**src/sv/array_bst_insert_search_top_macros.svh**
```systemverilog
// ----------------------------------------------------------------------------
// array_bst_insert_search_top_macros
// Assertion macros for the tree block; NO_ASSERTIONS compiles them away.
// ----------------------------------------------------------------------------
`ifndef ARRAY_BST_INSERT_SEARCH_TOP_MACROS_SVH
`define ARRAY_BST_INSERT_SEARCH_TOP_MACROS_SVH

`ifndef NO_ASSERTIONS
// checked property with asynchronous reset gating
`define ABST_ASSERT(lbl, clk, rst_n, prop, msg) \
	lbl: assert property (@(posedge clk) disable iff (!rst_n) prop) else $error(msg);
// checked property that also holds during reset
`define ABST_ASSERT_ALWAYS(lbl, clk, prop, msg) \
	lbl: assert property (@(posedge clk) prop) else $error(msg);
`else
`define ABST_ASSERT(lbl, clk, rst_n, prop, msg)
`define ABST_ASSERT_ALWAYS(lbl, clk, prop, msg)
`endif

`endif

```
**src/sv/abst_pkg.sv**
```systemverilog
// ----------------------------------------------------------------------------
// abst_pkg
// Shared constants, types and helpers of the heap-indexed search tree block.
// ----------------------------------------------------------------------------
package abst_pkg;

	localparam int LEVELS     = 10;
	localparam int KEY_WIDTH  = 32;
	localparam int KEY_IN_W   = 32;
	localparam int KEY_W      = (KEY_WIDTH < KEY_IN_W) ? KEY_WIDTH : KEY_IN_W;
	localparam int SLOTS      = 1 << LEVELS;
	localparam int HT_W       = $clog2(LEVELS + 1);
	localparam int HT_OUT_W   = 4;
	localparam int OUT_DATA_W = 8;

	localparam logic [1:0] ST_OK       = 2'd0;
	localparam logic [1:0] ST_DUP      = 2'd1;
	localparam logic [1:0] ST_OVERFLOW = 2'd2;
	localparam logic [1:0] ST_ZERO     = 2'd3;

	typedef struct packed {
		logic       clear;
		logic       start;
		logic       step;
		logic       write;
		logic       finish;
		logic       found;
		logic [1:0] status;
		logic       push;
	} cmd_t;

	typedef struct packed {
		logic clr_done;
		logic zero_key;
		logic is_search;
		logic empty;
		logic equal;
		logic at_end;
		logic out_free;
	} sts_t;

	// height as shown on the port: low four bits
	function automatic logic [HT_OUT_W-1:0] height_out(input logic [HT_W-1:0] h);
		logic [HT_OUT_W+HT_W-1:0] wide;
		wide = {{HT_OUT_W{1'b0}}, h};
		return wide[HT_OUT_W-1:0];
	endfunction

endpackage

```
**src/sv/abst_ctrl.sv**
```systemverilog
// ----------------------------------------------------------------------------
// abst_ctrl
// Controller: clear sweep, tree walk one level per cycle, result hand-off.
// ----------------------------------------------------------------------------
module abst_ctrl
	import abst_pkg::*;
(
	input  logic clk,
	input  logic arst_n,
	input  logic in_valid,
	output logic in_ready,
	input  sts_t sts,
	output cmd_t cmd
);

	typedef enum logic [1:0] {
		S_CLEAR,
		S_IDLE,
		S_LOOK,
		S_FIN
	} state_t;

	state_t state_q;
	state_t state_d;

	assign in_ready = (state_q == S_IDLE);

	always_comb begin
		cmd     = '0;
		state_d = state_q;
		unique case (state_q)
			S_CLEAR: begin
				cmd.clear = 1'b1;
				if (sts.clr_done) begin
					state_d = S_IDLE;
				end
			end
			S_IDLE: begin
				if (in_valid) begin
					cmd.start = 1'b1;
					if (sts.zero_key) begin
						cmd.finish = 1'b1;
						cmd.status = ST_ZERO;
						state_d    = S_FIN;
					end else begin
						state_d = S_LOOK;
					end
				end
			end
			S_LOOK: begin
				priority if (sts.empty) begin
					cmd.write  = !sts.is_search;
					cmd.finish = 1'b1;
					cmd.status = ST_OK;
					state_d    = S_FIN;
				end else if (sts.equal) begin
					cmd.finish = 1'b1;
					cmd.found  = 1'b1;
					cmd.status = sts.is_search ? ST_OK : ST_DUP;
					state_d    = S_FIN;
				end else if (sts.at_end) begin
					// walked off the last level without a free slot
					cmd.finish = 1'b1;
					cmd.status = sts.is_search ? ST_OK : ST_OVERFLOW;
					state_d    = S_FIN;
				end else begin
					cmd.step = 1'b1;
				end
			end
			S_FIN: begin
				if (sts.out_free) begin
					cmd.push = 1'b1;
					state_d  = S_IDLE;
				end
			end
			default: begin
				state_d = S_IDLE;
			end
		endcase
	end

	always_ff @(posedge clk or negedge arst_n) begin
		if (!arst_n) begin
			state_q <= S_CLEAR;
		end else begin
			state_q <= state_d;
		end
	end

endmodule

```
**config.mk**
```make
export PLATFORM = sky130hd
export DESIGN_NAME = abst_ctrl
export DESIGN_NICKNAME = d
export VERILOG_FILES = /design/src/sv/array_bst_insert_search_top_macros.svh /design/src/sv/abst_pkg.sv /design/src/sv/abst_ctrl.sv
export SDC_FILE = /design/constraint.sdc
export NUM_CORES = 1
export LEC_CHECK = 0
export BUFFER_PORTS_ARGS = -buffer_cell sky130_fd_sc_hd__buf_2
export CORE_AREA = 2 2 39 41
export CTS_BUF_LIST = sky130_fd_sc_hd__clkbuf_8 sky130_fd_sc_hd__clkbuf_16
export CTS_CLUSTER_SIZE = 40
export DETAILED_ROUTE_END_ITERATION = 12
export DIE_AREA = 0 0 41 43
export GPL_TIMING_DRIVEN = 0
export HOLD_SLACK_MARGIN = 0.1
export SYNTH_ARGS = -nofsm -noshare
export SYNTH_HDL_FRONTEND = slang
export SYNTH_SLANG_ARGS = --single-unit
```
**constraint.sdc**
```tcl
create_clock -name clk -period 3.37 [get_ports clk]
set_clock_uncertainty 0.05 [all_clocks]
set_input_delay 0.1685 -clock clk [delete_from_list [all_inputs] [get_ports clk]]
set_output_delay 0.1685 -clock clk [all_outputs]
set_load 0.02 [all_outputs]
```
==> impl_metrics.toml <==
[sta]
rsz0062_at_grt = "false"
max_freq_mhz = 557.9
final.min_clock_period_ns = 1.793
drv_slew = 0
setup_tns_ns = 0
hold_slack_ns = 0.2186
worst_slack_ns = 1.577
finalCritPeriodShare_pct = 53.19
tightest_slew_ns = 0.2978
hold_viol_final = 0
relSlewSlack_pct = 80.06
setup_violations = 0

[setup_path]
startpoint = "state_q[0]$_DFFE_PN0P_"
path_max_fanout = 6
startpoint_type = "flop"
crit_required_ns = 3.15
r2r-start = "state_q[0]$_DFFE_PN0P_"
cp.arrival_ns = 1.57
setup.worst_path.end_class = "output port"
path_class = "reg2out"

[die]
rows = 14
die_w_um = 41
start_util_pct = 20.43
ioPinCount = 20
dieArea_um2 = 1763
fp.dieH_um = 43
coreArea_um2 = 1384

[finish]
fin_area_um2 = 449.2
top_regs = "state_q: 2 flops"
largest_register = "state_q"
diodes = 0
largest_reg_flops = 2
drive_above_1_share_pct = 47.17
area_delta_synth_final_pct = 58.85
fin_nets = 69

[pwr]
p_leak_uw = 0.0002430
p_switching_uw = 161.9
internal-power_uw = 209.8
combPwrFrac_pct = 62.3
sw_frac_of_total_pct = 43.55
clkPwrFrac_pct = 24.7
vdd_ir_drop_max_mv = 0.3227
power.density_nw_per_um2 = 827.5
seq_power_share_pct = 13.0

[placement]
gp_congestion = 0.5838
portBuffers = 19
placed_cell_area_um2 = 397.9
dp_slack_ns = 1.775
dp_hpwl_um = 542.5

[drt]
route.detailed.drc = 0
vias_per_cell = 4.188
drt_wl_total_um = 611
first_iter_violations = 1
vias = 289
ant_nets = 0
drt-wirelength-per-cell_um = 8.855
dr.pass1.iters = 2

[logic_synthesis]
syn_inst = 30
synth.distinct_cells = 18
synth_seq_area_share_pct = 17.70
ys_ff_latch = 2
avgSynthCellArea_um2 = 9.426
synth_fp_nets = 44
netlist_area_um2 = 282.8
yosys_warnings = 0

[cts]
root_buffer = "clkbuf_8"
cts.clk_slew.worst_paths_ns = 0.03
insertion_delay_ns = 0.21
h-tree-depth = 1
post_cts_resized = 0
clkSinkCount = 2
cts_tree = "yes"
numCtsBuffers = 3
post_cts_buffers = 0
cts_buffer_depth = 2

[global_routing]
grt_usage_pct = 8.032
grt_max_degree = 7
antenna_found_initial = 0
grt_pass1_wl_um = 924
grt_pass1_vias = 253
overflow = 0

[status]
outcome = "finished, final reports clean"

[run]
max_cap_viol_count = 0

[min_path]
hp-class = "in2async"
power by group through the flow:
stage	clock, µW	sequential [µW]	combinational (µW)
floorplan	0	46.1	177
global placement	0	48.3	234
detailed placement	0	48.8	236
CTS	95.6	48.6	236
global route	99.0	51.0	256
finish	91.7	48.3	232
layer usage:
| layer | part of all wire [%] | wire (µm) | track usage [%] |
|---|---|---|---|
| met4 | 0 | 0 | 4.000 |
| met3 | 5.2 | 32 | 4.712 |
| met5 | 0 | 0 | 0 |
| met2 | 50 | 303 | 11.25 |
| met1 | 45 | 276 | 9.325 |
worst paths after layout:
path                                           to  slack, ns  depth (start not counted)
setup / recovery                           cmd[2]       1.58                          6
hold / removal             state_q[1]$_DFFE_PN0P_       0.22                          2
setup reg to reg           state_q[0]$_DFFE_PN0P_       1.84                          5
hold reg to reg            state_q[0]$_DFFE_PN0P_       0.57                          1
max in group asynchronous  state_q[0]$_DFFE_PN0P_       2.95                          2
min in group clk           state_q[0]$_DFFE_PN0P_       0.31                          3
worst max-delay path: stages, from the launching register on:
cell	delay, ns
dfrtp_1	0.40
inv_1	0.09
ha_1	0.24
nor4b_1	0.25
nand2_1	0.08
a21oi_1	0.13
buf_2	0.17
cell usage in the layout (no fill, tap or decap):
cell type,count
dfrtp_1,2
a211oi_1,1
and2_1,2
mux2i_1,1
ha_1,4
nor2b_1,3
inv_1,3
buf_2,19
nor4_4,1
o31ai_1,1
nor3_1,1
dlygate4sd3_1,1
a2bb2oi_1,1
a21oi_1,3
nand2b_1,1
nor4b_4,1
and3b_1,1
nor4b_1,1
clkbuf_8,3
nand2_1,2
and3b_2,1
per-stage QoR:
step / power (µW) / utilization (%) / std cells
finish: 371.7 / 32.46 / 69
global route: 405.9 / 32.46 / 69
CTS: 380.6 / 32.46 / 69
detailed placement: 284.5 / 28.75 / 65
global placement: 282.7 / 28.75 / 65
floorplan: 222.8 / - / 30
synthesized netlist by cell type:
library cell	instances	share of area, %
and3b_2	1	3.5
nor4b_1	1	3.1
nand2b_1	1	2.2
nor2b_1	3	6.6
and3b_1	1	3.1
nor4b_4	1	8.4
a211oi_1	1	2.7
and2_1	2	4.4
mux2i_1	1	3.5
ha_1	4	18
a21oi_1	3	5.3
o31ai_1	1	2.7
nor3_1	1	1.8
inv_1	3	4.0
nor4_4	1	7.5
a2bb2oi_1	1	3.1
nand2_1	2	2.7
dfrtp_1	2	18
timing repair:
| action | 4_1_cts | 5_1_grt |
|---|---|---|
| setup endpoints to repair | 0 | 0 |
| hold endpoints to repair | 2 | 0 |
| hold buffers | 1 | 0 |
area by class of cell:
class	instances	area [µm²]
timing repair buffer	20	105.1
inverter	3	11.26
multi-input combinational	25	221.5
sequential	2	50.05
fill	153	934.6
tap	16	20.02
clock buffer	3	41.29
kinds of logic (layout without fill, tap and decap cells):
logic type,after synthesis,count (layout),synth area share [%]
muxes,1,1,3.540
buffers and inverters,3,26,3.982
AOI/OAI and AO/OA,6,6,13.72
DFF,2,2,17.70
and+or+nand+nor,14,14,43.36
adders and majority gates,4,4,17.70
Power figures use the tool's default switching activity.
