## src/sv/array_bst_insert_search_top_macros.svh

```systemverilog
// ----------------------------------------------------------------------------
// array_bst_insert_search_top_macros
// Assertion macros for the tree block; NO_ASSERTIONS compiles them away.
// ----------------------------------------------------------------------------
`ifndef ARRAY_BST_INSERT_SEARCH_TOP_MACROS_SVH
`define ARRAY_BST_INSERT_SEARCH_TOP_MACROS_SVH

`ifndef NO_ASSERTIONS
// checked property with asynchronous reset gating
`define ABST_ASSERT(lbl, clk, rst_n, prop, msg) \
	lbl: assert property (@(posedge clk) disable iff (!rst_n) prop) else $error(msg);
// checked property that also holds during reset
`define ABST_ASSERT_ALWAYS(lbl, clk, prop, msg) \
	lbl: assert property (@(posedge clk) prop) else $error(msg);
`else
`define ABST_ASSERT(lbl, clk, rst_n, prop, msg)
`define ABST_ASSERT_ALWAYS(lbl, clk, prop, msg)
`endif

`endif

```

## src/sv/abst_pkg.sv

```systemverilog
// ----------------------------------------------------------------------------
// abst_pkg
// Shared constants, types and helpers of the heap-indexed search tree block.
// ----------------------------------------------------------------------------
package abst_pkg;

	localparam int LEVELS     = 10;
	localparam int KEY_WIDTH  = 32;
	localparam int KEY_IN_W   = 32;
	localparam int KEY_W      = (KEY_WIDTH < KEY_IN_W) ? KEY_WIDTH : KEY_IN_W;
	localparam int SLOTS      = 1 << LEVELS;
	localparam int HT_W       = $clog2(LEVELS + 1);
	localparam int HT_OUT_W   = 4;
	localparam int OUT_DATA_W = 8;

	localparam logic [1:0] ST_OK       = 2'd0;
	localparam logic [1:0] ST_DUP      = 2'd1;
	localparam logic [1:0] ST_OVERFLOW = 2'd2;
	localparam logic [1:0] ST_ZERO     = 2'd3;

	typedef struct packed {
		logic       clear;
		logic       start;
		logic       step;
		logic       write;
		logic       finish;
		logic       found;
		logic [1:0] status;
		logic       push;
	} cmd_t;

	typedef struct packed {
		logic clr_done;
		logic zero_key;
		logic is_search;
		logic empty;
		logic equal;
		logic at_end;
		logic out_free;
	} sts_t;

	// height as shown on the port: low four bits
	function automatic logic [HT_OUT_W-1:0] height_out(input logic [HT_W-1:0] h);
		logic [HT_OUT_W+HT_W-1:0] wide;
		wide = {{HT_OUT_W{1'b0}}, h};
		return wide[HT_OUT_W-1:0];
	endfunction

endpackage

```

## src/sv/abst_dp.sv

```systemverilog
// ----------------------------------------------------------------------------
// abst_dp
// Datapath: key and slot registers, compare, height, clear sweep, output stage.
// ----------------------------------------------------------------------------
module abst_dp
	import abst_pkg::*;
(
	input  logic                  clk,
	input  logic                  arst_n,
	input  cmd_t                  cmd,
	output sts_t                  sts,
	input  logic [KEY_IN_W-1:0]   in_key,
	input  logic                  in_action,
	output logic                  ram_we,
	output logic [LEVELS-1:0]     ram_waddr,
	output logic [KEY_W-1:0]      ram_wdata,
	output logic                  ram_re,
	output logic [LEVELS-1:0]     ram_raddr,
	input  logic [KEY_W-1:0]      ram_rdata,
	output logic                  out_valid,
	input  logic                  out_ready,
	output logic [OUT_DATA_W-1:0] out_data
);

	logic [KEY_W-1:0]      key_q;
	logic                  search_q;
	logic [LEVELS-1:0]     idx_q;
	logic [HT_W-1:0]       level_q;
	logic [HT_W-1:0]       height_q;
	logic [LEVELS-1:0]     clr_q;
	logic                  res_found_q;
	logic [1:0]            res_status_q;
	logic                  out_valid_q;
	logic [OUT_DATA_W-1:0] out_data_q;
	logic [KEY_W-1:0]      in_key_w;
	logic                  less;
	logic [LEVELS:0]       next_idx;

	assign in_key_w = in_key[KEY_W-1:0];
	assign less     = $signed(key_q) < $signed(ram_rdata);
	assign next_idx = {idx_q, ~less};

	assign sts.clr_done  = &clr_q;
	assign sts.zero_key  = (in_key_w == '0);
	assign sts.is_search = search_q;
	assign sts.empty     = (ram_rdata == '0);
	assign sts.equal     = (ram_rdata == key_q);
	assign sts.at_end    = next_idx[LEVELS];
	assign sts.out_free  = !out_valid_q || out_ready;

	// root is slot 1; later reads follow the branch picked by the compare
	assign ram_re    = cmd.start || cmd.step;
	assign ram_raddr = cmd.start ? LEVELS'(1) : next_idx[LEVELS-1:0];
	assign ram_we    = cmd.clear || cmd.write;
	assign ram_waddr = cmd.clear ? clr_q : idx_q;
	assign ram_wdata = cmd.clear ? '0 : key_q;

	assign out_valid = out_valid_q;
	assign out_data  = out_data_q;

	always_ff @(posedge clk or negedge arst_n) begin
		if (!arst_n) begin
			clr_q       <= '0;
			height_q    <= '0;
			out_valid_q <= 1'b0;
		end else begin
			if (cmd.clear && !(&clr_q)) begin
				clr_q <= clr_q + LEVELS'(1);
			end
			if (cmd.write && (level_q > height_q)) begin
				height_q <= level_q;
			end
			if (cmd.push) begin
				out_valid_q <= 1'b1;
			end else if (out_ready) begin
				out_valid_q <= 1'b0;
			end
		end
	end

	always_ff @(posedge clk) begin
		if (cmd.start) begin
			key_q    <= in_key_w;
			search_q <= in_action;
			idx_q    <= LEVELS'(1);
			level_q  <= HT_W'(1);
		end else if (cmd.step) begin
			idx_q   <= next_idx[LEVELS-1:0];
			level_q <= level_q + HT_W'(1);
		end
		if (cmd.finish) begin
			res_found_q  <= cmd.found;
			res_status_q <= cmd.status;
		end
		if (cmd.push) begin
			out_data_q <= {1'b0, height_out(height_q), res_status_q, res_found_q};
		end
	end

endmodule

```

## config.mk

```make
export PLATFORM = sky130hd
export DESIGN_NAME = abst_dp
export DESIGN_NICKNAME = d
export VERILOG_FILES = /design/src/sv/array_bst_insert_search_top_macros.svh /design/src/sv/abst_pkg.sv /design/src/sv/abst_dp.sv
export SDC_FILE = /design/constraint.sdc
export NUM_CORES = 1
export LEC_CHECK = 0
export BUFFER_PORTS_ARGS = -buffer_cell sky130_fd_sc_hd__buf_2
export CAP_MARGIN = 20
export CORE_AREA = 2 2 92 94
export DETAILED_ROUTE_END_ITERATION = 8
export DIE_AREA = 0 0 94 96
export GPL_TIMING_DRIVEN = 0
export PLACE_DENSITY = 0.87
export SYNTH_ARGS = -nofsm -noshare
export SYNTH_HDL_FRONTEND = slang
export SYNTH_SLANG_ARGS = --single-unit
```

## constraint.sdc

```tcl
create_clock -name clk -period 2.1 [get_ports clk]
set_input_delay 0.105 -clock clk [delete_from_list [all_inputs] [get_ports clk]]
set_output_delay 0.105 -clock clk [all_outputs]
set_load 0.01 [all_outputs]
```

==> flow_metrics.env, run 1 <==
export IMPL_outcome="finished, violations left"
export IMPL_violations="setup timing"
export IMPL_avgViaCountPerCell=5.55
export IMPL_yosys_area_top_type="edfxtp_1"
export IMPL_reg2reg_from="key_q[14]"
export IMPL_start_util=0.488
export IMPL_synthCells=361
export IMPL_htree_levels=3
export IMPL_routedWlPerCell_um=17.8
export IMPL_reg2reg_slack_ns=-0.03
export IMPL_rsz0062_at_grt="true"
export IMPL_critPathMaxStageDelay_ns=0.57
export IMPL_synthArstFlopShare=0.208
export IMPL_clock_path_buffers=2
export IMPL_ys_top_cells_by_area="edfxtp_1 33%, ha_1 12%, dfrtp_1 9.5%"
export IMPL_tritoncts="yes"
export IMPL_fin_skew_ns=0.00823
export IMPL_worstPathArrival_ns=2.54
export IMPL_drc=0
export IMPL_holdWs_ns=0.0308
export IMPL_placed_area_um2=4780
export IMPL_tightest_slew_ns=0.794
export IMPL_crit_type="register to primary output"
export IMPL_drive_above_1_share=0.360
export IMPL_setup_viol=3
export IMPL_finalHoldViolCount=0
export IMPL_synth_area_um2=3930
export IMPL_setup_slack_ns=-0.549
export IMPL_die_h_um=96
export IMPL_min_to="out_valid"
export IMPL_yosys_warnings=0
export IMPL_synth_top_area_frac=0.328
export IMPL_clkTransAtPathRegs_ns=0.09
export IMPL_grt_pass1_wl_mm=18.0
export IMPL_worst_r2r_endpoint="idx_q[0]"
export IMPL_min_path_cells=3
export IMPL_regArea_um2=1950
export IMPL_combinationalPowerShare=0.228
export IMPL_fin_nets=669
export IMPL_ios=147
export IMPL_num_vias=3687
export IMPL_maxSlewViolCount=0
export IMPL_cellPowerDensity_nw_per_um2=703
export IMPL_internal_power_w=0.00268
export IMPL_grt_pass1_vias=3868
export IMPL_gp_congestion=0.849
export IMPL_dr_pass1_iters=4
export IMPL_timing_final_crit_period_ns=2.65
export IMPL_p_seq_frac=0.473
export IMPL_fin_area_um2=5440
export IMPL_hp_start="out_ready"
export IMPL_cp_required_ns=2.00
export IMPL_antenna_found_initial=0
export IMPL_relSlewSlack=0.470
export IMPL_yosys_most_used_dff="edfxtp_1"
export IMPL_area_delta_synth_final_pct=38.4
export IMPL_synth_edf_count=43
export IMPL_fill_cells=606
export IMPL_synth_cell_types=42
export IMPL_ant_nets=0
export IMPL_dieWidth_um=94
export IMPL_portBuffers=143
export IMPL_final_common_cell="buf_2"
export IMPL_overflow=0
export IMPL_cap_violations=0
export IMPL_multiInputGateArea_um2=1840
export IMPL_p_sw_frac=0.300
export IMPL_reg2reg_depth=6
export IMPL_clock_fmax_mhz=377
export IMPL_clock_power_share=0.299
export IMPL_synth_seq_cells=72
export IMPL_p_sw_w=0.00115
export IMPL_clk_latency_ns=0.35
export IMPL_drtIter0Drc=220
export IMPL_ir_drop_mv=0.595
export IMPL_die_area_um2=9020
export IMPL_cp_max_fo=3
export IMPL_cts_sinks=72
export IMPL_syn_nets=476
export IMPL_cp_cell_sequence="ha_4 -> nand4_1 -> nor4_1 -> a211o_1 -> a21oi_2 -> mux2i_1 -> buf_2"
export IMPL_endpoint_kind="primary output"
export IMPL_grt_start_max_net_pins=36
export IMPL_slowest_stage="nor4_1"
export IMPL_track_usage=0.266
export IMPL_final_cell_mix="144 x buf_2, 43 x edfxtp_1, 41 x inv_1, 41 x nor2b_1, 38 x dlygate4sd3_1"
export IMPL_hp_class="input port to register"
export IMPL_cts_root_buf="clkbuf_8"
export IMPL_start_kind="register"
export IMPL_p_leak_nw=2.56
export IMPL_yosysSeqAreaShare=0.495
export IMPL_syn_area_per_cell_um2=10.9
export IMPL_wl_mm=11.8
export IMPL_rows=33
export IMPL_finalCritPeriodShare=1.26
export IMPL_design_core_area_um2=8050
export IMPL_dp_hpwl_mm=7.72
export IMPL_diodes=0
export IMPL_numCtsBuffers=9
## timing repair
action | in CTS | in global routing
hold buffers | 38 | 0
pin swaps | 3 | 6
hold endpoints to repair | 54 | 0
setup endpoints to repair | 2 | 3
resized for setup | 7 | 3
buffers inserted | 1 | 0
## sequential cells by signal, summed over array words and instances, names as in the netlist
name,cells
level_q,4
res_status_q,2
out_valid,1
idx_q,10
search_q,1
out_data,7
res_found_q,1
key_q,32
clr_q,10
height_q,4
## per-layer routing
| metal | wire length [um] | vias to the layer above | track usage |
|---|---|---|---|
| met5 | 0 | - | 0 |
| met4 | 634 | 0 | 0.165 |
| met3 | 783 | 65 | 0.0603 |
| met2 | 6150 | 200 | 0.490 |
| met1 | 4280 | 1759 | 0.273 |
| li1 | - | 1663 | - |
## cell type report
class	instances	area share
buffer	12	0.0106
clock buffer	10	0.0253
clock inverter	6	0.0124
inverter	41	0.0283
multi-input combinational	236	0.339
sequential	72	0.358
tap	105	0.0241
timing repair buffer	182	0.203
## cell families after synthesis
family | after synthesis | share of synthesized area
compound gates | 34 | 0.0506
xor+xnor | 11 | 0.0245
fa+ha+maj | 38 | 0.121
buf+inv | 53 | 0.0538
flops | 72 | 0.495
mux | 22 | 0.0620
other cells | 1 | 0.000954
simple gates | 130 | 0.192
## cells in the mapped netlist, types with 11 or more instances
master	number
a21oi_1	17
dfrtp_1	15
dfxtp_1	14
edfxtp_1	43
ha_1	38
inv_1	41
mux2_2	19
nand2_1	19
nand4_1	11
nor2_1	15
nor2b_1	41
nor4_1	19
## worst max path at each step
stage,endpoint,cells after the start,startpoint,slack (ns)
global route,ram_raddr[0],8,key_q[14],-0.56
finish,ram_raddr[0],7,key_q[14],-0.55
detailed placement,ram_raddr[0],8,key_q[5],-0.07
floorplan,ram_raddr[0],7,key_q[5],0.15
global placement,ram_raddr[0],8,key_q[14],-0.04
CTS,ram_raddr[0],8,key_q[14],-0.41
## power groups by stage
stage               Combinational (W)  Clock, W  Sequential [W]
global placement             0.000723         0         0.00182
detailed placement           0.000758         0         0.00183
CTS                          0.000836   0.00115         0.00180
finish                       0.000873   0.00115         0.00181
global route                 0.000954   0.00122         0.00183
floorplan                    0.000464         0         0.00179
## per-stage QoR
stage	TNS, ns	instances	total power (W)	util	setup slack, ns
floorplan	0	361	0.00225	-	0.147
global placement	-0.0448	609	0.00254	0.594	-0.0448
detailed placement	-0.0679	609	0.00259	0.594	-0.0679
CTS	-0.768	664	0.00378	0.674	-0.413
global route	-0.973	664	0.00400	0.676	-0.561
finish	-0.890	664	0.00383	0.676	-0.549
## worst max-delay path: cells and delay by family, from the launching register on
kind | cells | cell delay (ns)
simple gates | 2 | 0.71
mux | 1 | 0.15
flops | 1 | 0.50
buf+inv | 1 | 0.17
fa+ha+maj | 1 | 0.33
compound gates | 2 | 0.33
(Power assumes the default switching activity.)
==> inputs of run 2 (changes only) <==
--- a/config.mk
+++ b/config.mk
@@ -7,11 +7,11 @@
 export LEC_CHECK = 0
 export BUFFER_PORTS_ARGS = -buffer_cell sky130_fd_sc_hd__buf_2
 export CAP_MARGIN = 20
-export CORE_AREA = 2 2 92 94
+export CORE_AREA = 2 2 76 114
 export DETAILED_ROUTE_END_ITERATION = 8
-export DIE_AREA = 0 0 94 96
+export DIE_AREA = 0 0 78 116
 export GPL_TIMING_DRIVEN = 0
-export PLACE_DENSITY = 0.87
+export PLACE_DENSITY = 0.86
 export SYNTH_ARGS = -nofsm -noshare
 export SYNTH_HDL_FRONTEND = slang
 export SYNTH_SLANG_ARGS = --single-unit
==> flow_metrics.env, run 2 (synthesized netlist as in run 1, its figures left out) <==
export IMPL_cts_sinks=72
export IMPL_tightest_slew_ns=0.772
export IMPL_design_core_area_um2=8010
export IMPL_min_path_cells=1
export IMPL_cp_max_fo=2
export IMPL_start_util=0.491
export IMPL_reg2reg_depth=7
export IMPL_cellPowerDensity_nw_per_um2=726
export IMPL_slowest_stage="edfxtp_1"
export IMPL_clkTransAtPathRegs_ns=0.05
export IMPL_placed_area_um2=4780
export IMPL_setup_viol=2
export IMPL_die_h_um=116
export IMPL_critPathMostFrequentCell="a21oi_2"
export IMPL_cp_cell_sequence="ha_4 -> a21oi_2 -> o21ai_1 -> a221o_1 -> a211o_1 -> a21oi_2 -> mux2i_1 -> buf_2"
export IMPL_clk_latency_ns=0.33
export IMPL_overflow=0
export IMPL_dp_hpwl_mm=8.05
export IMPL_drc=0
export IMPL_ios=147
export IMPL_ant_nets=0
export IMPL_tns_ns=-0.399
export IMPL_timing_final_crit_period_ns=2.41
export IMPL_routedWlPerCell_um=17.1
export IMPL_grt_pass1_wl_mm=17.0
export IMPL_violations="setup timing"
export IMPL_cp_required_ns=2.00
export IMPL_numCtsBuffers=9
export IMPL_track_usage=0.248
export IMPL_clock_fmax_mhz=415
export IMPL_grt_pass1_vias=3675
export IMPL_critical_path_top_delay_family="compound AO/OA/AOI/OAI gates"
export IMPL_finalCritPeriodShare=1.15
export IMPL_area_delta_synth_final_pct=43.0
export IMPL_dr_pass1_iters=4
export IMPL_fin_area_um2=5620
export IMPL_outcome="finished, violations left"
export IMPL_final_common_cell="buf_2"
export IMPL_holdWs_ns=0.0191
export IMPL_worst_path_buf_inv=1
export IMPL_fin_skew_ns=0.00382
export IMPL_fill_cells=583
export IMPL_largest_reg_flops=32
export IMPL_ir_drop_mv=0.720
export IMPL_dpl_cell_count=609
export IMPL_portBuffers=143
export IMPL_start_kind="register"
export IMPL_reg_top3="key_q: 32 flops, clr_q: 10 flops, idx_q: 10 flops"
export IMPL_dieWidth_um=78
export IMPL_worstPathArrival_ns=2.31
export IMPL_die_area_um2=9050
export IMPL_avgViaCountPerCell=5.26
export IMPL_num_vias=3510
export IMPL_setup_slack_ns=-0.312
export IMPL_finalHoldViolCount=0
export IMPL_p_leak_nw=2.62
export IMPL_hp_class="input port to register"
export IMPL_rsz0062_at_grt="true"
export IMPL_final_cell_mix="144 x buf_2, 43 x edfxtp_1, 41 x inv_1, 41 x nor2b_1, 37 x dlygate4sd3_1"
export IMPL_diodes=0
export IMPL_crit_type="register to primary output"
export IMPL_regMostFlops="key_q"
export IMPL_rows=40
export IMPL_fin_util=0.702
export IMPL_drive_above_1_share=0.372
export IMPL_cap_violations=0
export IMPL_wl_mm=11.4
export IMPL_tritoncts="yes"
export IMPL_fin_cells=667
export IMPL_htree_levels=3
export IMPL_endpoint_kind="primary output"
export IMPL_cp_num_cells=8
export IMPL_cts_root_buf="clkbuf_16"
export IMPL_grt_start_max_net_pins=36
export IMPL_drtIter0Drc=187
export IMPL_relSlewSlack=0.485
export IMPL_clock_path_buffers=2
export IMPL_antenna_found_initial=0
export IMPL_fin_nets=672
export IMPL_critPathMaxStageDelay_ns=0.42
export IMPL_maxSlewViolCount=0
export IMPL_gp_congestion=0.855
[run 2: cell types whose count changed in the layout (fill, tap and decap cells not counted), moves of 3 or more]
cell and delta:
ha_4 +7, buf_4 +4, ha_1 -6, clkbuf_8 -9
clkbuf_16 +9, clkbuf_1 +3
[run 2: per-stage QoR]
step	worst slack (ns)	total power (W)
floorplan	0.147	0.00225
CTS	-0.323	0.00404
global placement	-0.0525	0.00255
detailed placement	-0.0754	0.00259
global route	-0.390	0.00427
finish	-0.312	0.00408
[run 2: layout make-up]
class | count | area [um2] | share of cell area
multi-input combinational | 236 | 1940 | 0.345
sequential | 72 | 1950 | 0.346
clock buffer | 13 | 250 | 0.0445
buffer | 12 | 57.6 | 0.0102
clock inverter | 3 | 17.5 | 0.00311
timing repair buffer | 185 | 1120 | 0.200
inverter | 41 | 154 | 0.0274
tap | 105 | 131 | 0.0234
[run 2: final timing paths]
path	startpoint	end	slack, ns
setup / recovery	key_q[5]	ram_raddr[0]	-0.31
hold / removal	cmd[4]	res_status_q[1]	0.02
setup reg to reg	key_q[5]	idx_q[0]	0.14
hold reg to reg	res_status_q[1]	out_data[2]	0.43
max in group asynchronous	arst_n	clr_q[2]	1.61
min in group asynchronous	arst_n	height_q[1]	0.22
[run 2: report_power, final]
| group | leakage (nW) | internal [W] | switching (W) |
|---|---|---|---|
| Sequential | 0.702 | 0.00167 | 0.000150 |
| Combinational | 1.78 | 0.000450 | 0.000431 |
| Clock | 0.130 | 0.000828 | 0.000555 |
| Total | 2.62 | 0.00294 | 0.00114 |
[run 2: routing by layer]
layer,up-vias,part of all wire,wire [um],GRT usage
li1,1664,-,-,-
met5,-,0,0,0
met3,34,0.043,496,0.0405
met2,131,0.56,6430,0.476
met1,1681,0.35,4010,0.243
met4,0,0.043,490,0.158
[run 2: repair_timing]
item / 4_1_cts / 5_1_grt
setup buffers: 0 / 5
endpoints found under the hold margin: 51 / 0
hold buffers: 37 / 0
endpoints found under the setup margin: 2 / 3
pin swaps: 0 / 4
resized for setup: 8 / 11
==> inputs of run 3 (changes only) <==
--- a/config.mk
+++ b/config.mk
@@ -15,3 +15,4 @@
 export SYNTH_ARGS = -nofsm -noshare
 export SYNTH_HDL_FRONTEND = slang
 export SYNTH_SLANG_ARGS = --single-unit
+export TNS_END_PERCENT = 50
==> flow_metrics.env, run 3 (synthesized netlist as in run 1, its figures left out) <==
export IMPL_outcome="finished, violations left"
export IMPL_violations="setup timing"
export IMPL_reg2reg_slack_ns=0.13
export IMPL_dp_hpwl_mm=8.05
export IMPL_portBuffers=143
export IMPL_regArea_um2=1950
export IMPL_setup_viol=2
export IMPL_clk_latency_ns=0.34
export IMPL_fin_cells=663
export IMPL_finalHoldViolCount=0
export IMPL_final_cell_mix="144 x buf_2, 43 x edfxtp_1, 41 x inv_1, 41 x nor2b_1, 37 x dlygate4sd3_1"
export IMPL_htree_levels=3
export IMPL_antenna_found_initial=0
export IMPL_dpl_cell_count=609
export IMPL_start_util=0.491
export IMPL_cp_max_fo=3
export IMPL_reg_top3="key_q: 32 flops, clr_q: 10 flops, idx_q: 10 flops"
export IMPL_die_area_um2=9050
export IMPL_routedWlPerCell_um=16.9
export IMPL_multiInputGateArea_um2=1860
export IMPL_rows=40
export IMPL_cts_root_buf="clkbuf_16"
export IMPL_clock_fmax_mhz=414
export IMPL_hp_class="input port to register"
export IMPL_timing_final_crit_period_ns=2.42
export IMPL_clkTransAtPathRegs_ns=0.06
export IMPL_clock_path_buffers=2
export IMPL_dr_pass1_iters=5
export IMPL_tns_ns=-0.456
export IMPL_ant_nets=0
export IMPL_holdWs_ns=0.0148
export IMPL_start_kind="register"
export IMPL_wl_mm=11.2
export IMPL_min_to="res_status_q[1]"
export IMPL_final_common_cell="buf_2"
export IMPL_crit_type="register to primary output"
export IMPL_fin_skew_ns=0.00396
export IMPL_ir_drop_mv=0.719
export IMPL_track_usage=0.248
export IMPL_preCtsSetupSlack_ns=-0.0754
export IMPL_reg2reg_depth=7
export IMPL_finalCritPeriodShare=1.15
export IMPL_fill_cells=600
export IMPL_die_h_um=116
export IMPL_setup_slack_ns=-0.316
export IMPL_diodes=0
export IMPL_worstPathArrival_ns=2.31
export IMPL_grt_start_max_net_pins=36
export IMPL_p_leak_nw=2.58
export IMPL_tightest_slew_ns=0.783
export IMPL_cp_required_ns=2.00
export IMPL_avgViaCountPerCell=5.29
export IMPL_largest_reg_flops=32
export IMPL_reg2reg_from="key_q[31]"
export IMPL_gp_congestion=0.855
export IMPL_rsz0062_at_grt="true"
export IMPL_cts_sinks=72
export IMPL_grt_pass1_wl_mm=17.0
export IMPL_area_delta_synth_final_pct=40.1
export IMPL_hp_start="cmd[4]"
export IMPL_fin_nets=668
export IMPL_drtIter0Drc=175
export IMPL_cap_violations=0
export IMPL_num_vias=3504
export IMPL_design_core_area_um2=8010
export IMPL_dieWidth_um=78
export IMPL_endpoint_kind="primary output"
export IMPL_worst_r2r_endpoint="idx_q[0]"
export IMPL_numCtsBuffers=9
export IMPL_tritoncts="yes"
export IMPL_drive_above_1_share=0.357
export IMPL_ios=147
export IMPL_cellPowerDensity_nw_per_um2=735
export IMPL_regMostFlops="key_q"
export IMPL_min_path_cells=1
export IMPL_grt_pass1_vias=3679
export IMPL_maxSlewViolCount=0
export IMPL_overflow=0
export IMPL_drc=0
export IMPL_relSlewSlack=0.478
run 3: worst max path at each step:
stage | from | endpoint | cells after the start
floorplan | key_q[5] | ram_raddr[0] | 7
global placement | key_q[5] | ram_raddr[0] | 8
detailed placement | key_q[5] | ram_raddr[0] | 8
CTS | key_q[7] | ram_raddr[0] | 8
global route | key_q[9] | ram_raddr[0] | 8
finish | key_q[14] | ram_raddr[0] | 8
run 3: metrics by stage:
step / power (W) / instance area (um2) / utilization
2_1_floorplan: 0.00225 / 3930 / -
3_3_place_gp: 0.00255 / 4780 / 0.597
3_5_place_dp: 0.00259 / 4780 / 0.597
4_1_cts: 0.00404 / 5480 / 0.685
5_1_grt: 0.00423 / 5510 / 0.688
6_report: 0.00405 / 5510 / 0.688
run 3: routing by layer:
layer / vias to the layer above / track usage / wire, um
met5: - / 0 / 0
met4: 0 / 0.158 / 512
met3: 34 / 0.0405 / 539
met2: 143 / 0.476 / 6320
met1: 1673 / 0.243 / 3820
li1: 1654 / - / -
run 3: cell type report:
class	count	share of cell area
Sequential cell	72	0.353
Multi-Input combinational cell	236	0.337
Timing Repair Buffer	181	0.199
Clock buffer	13	0.0454
Inverter	41	0.0279
Tap cell	105	0.0238
Buffer	12	0.0104
Clock inverter	3	0.00318
run 3: where the power goes:
| part | internal (W) | leakage [nW] | total, W | switching (W) |
|---|---|---|---|---|
| clock network | 0.000828 | 0.130 | 0.00139 | 0.000561 |
| registers | 0.00167 | 0.702 | 0.00181 | 0.000146 |
| logic | 0.000430 | 1.75 | 0.000851 | 0.000421 |
run 3: worst max-delay path: stages (launching register included):
cell      delay (ns)
edfxtp_1        0.42
ha_4            0.24
a21oi_1         0.13
nand2_1         0.08
a221o_1         0.34
a211o_1         0.27
a21oi_2         0.14
mux2i_1         0.18
buf_2           0.17
run 3: repair_timing:
| action | CTS | global route |
|---|---|---|
| endpoints found under the hold margin | 51 | 0 |
| endpoints found under the setup margin | 2 | 3 |
| pin swaps | 0 | 1 |
| buffers inserted | 0 | 1 |
| resized for setup | 8 | 3 |
| hold buffers | 37 | 0 |
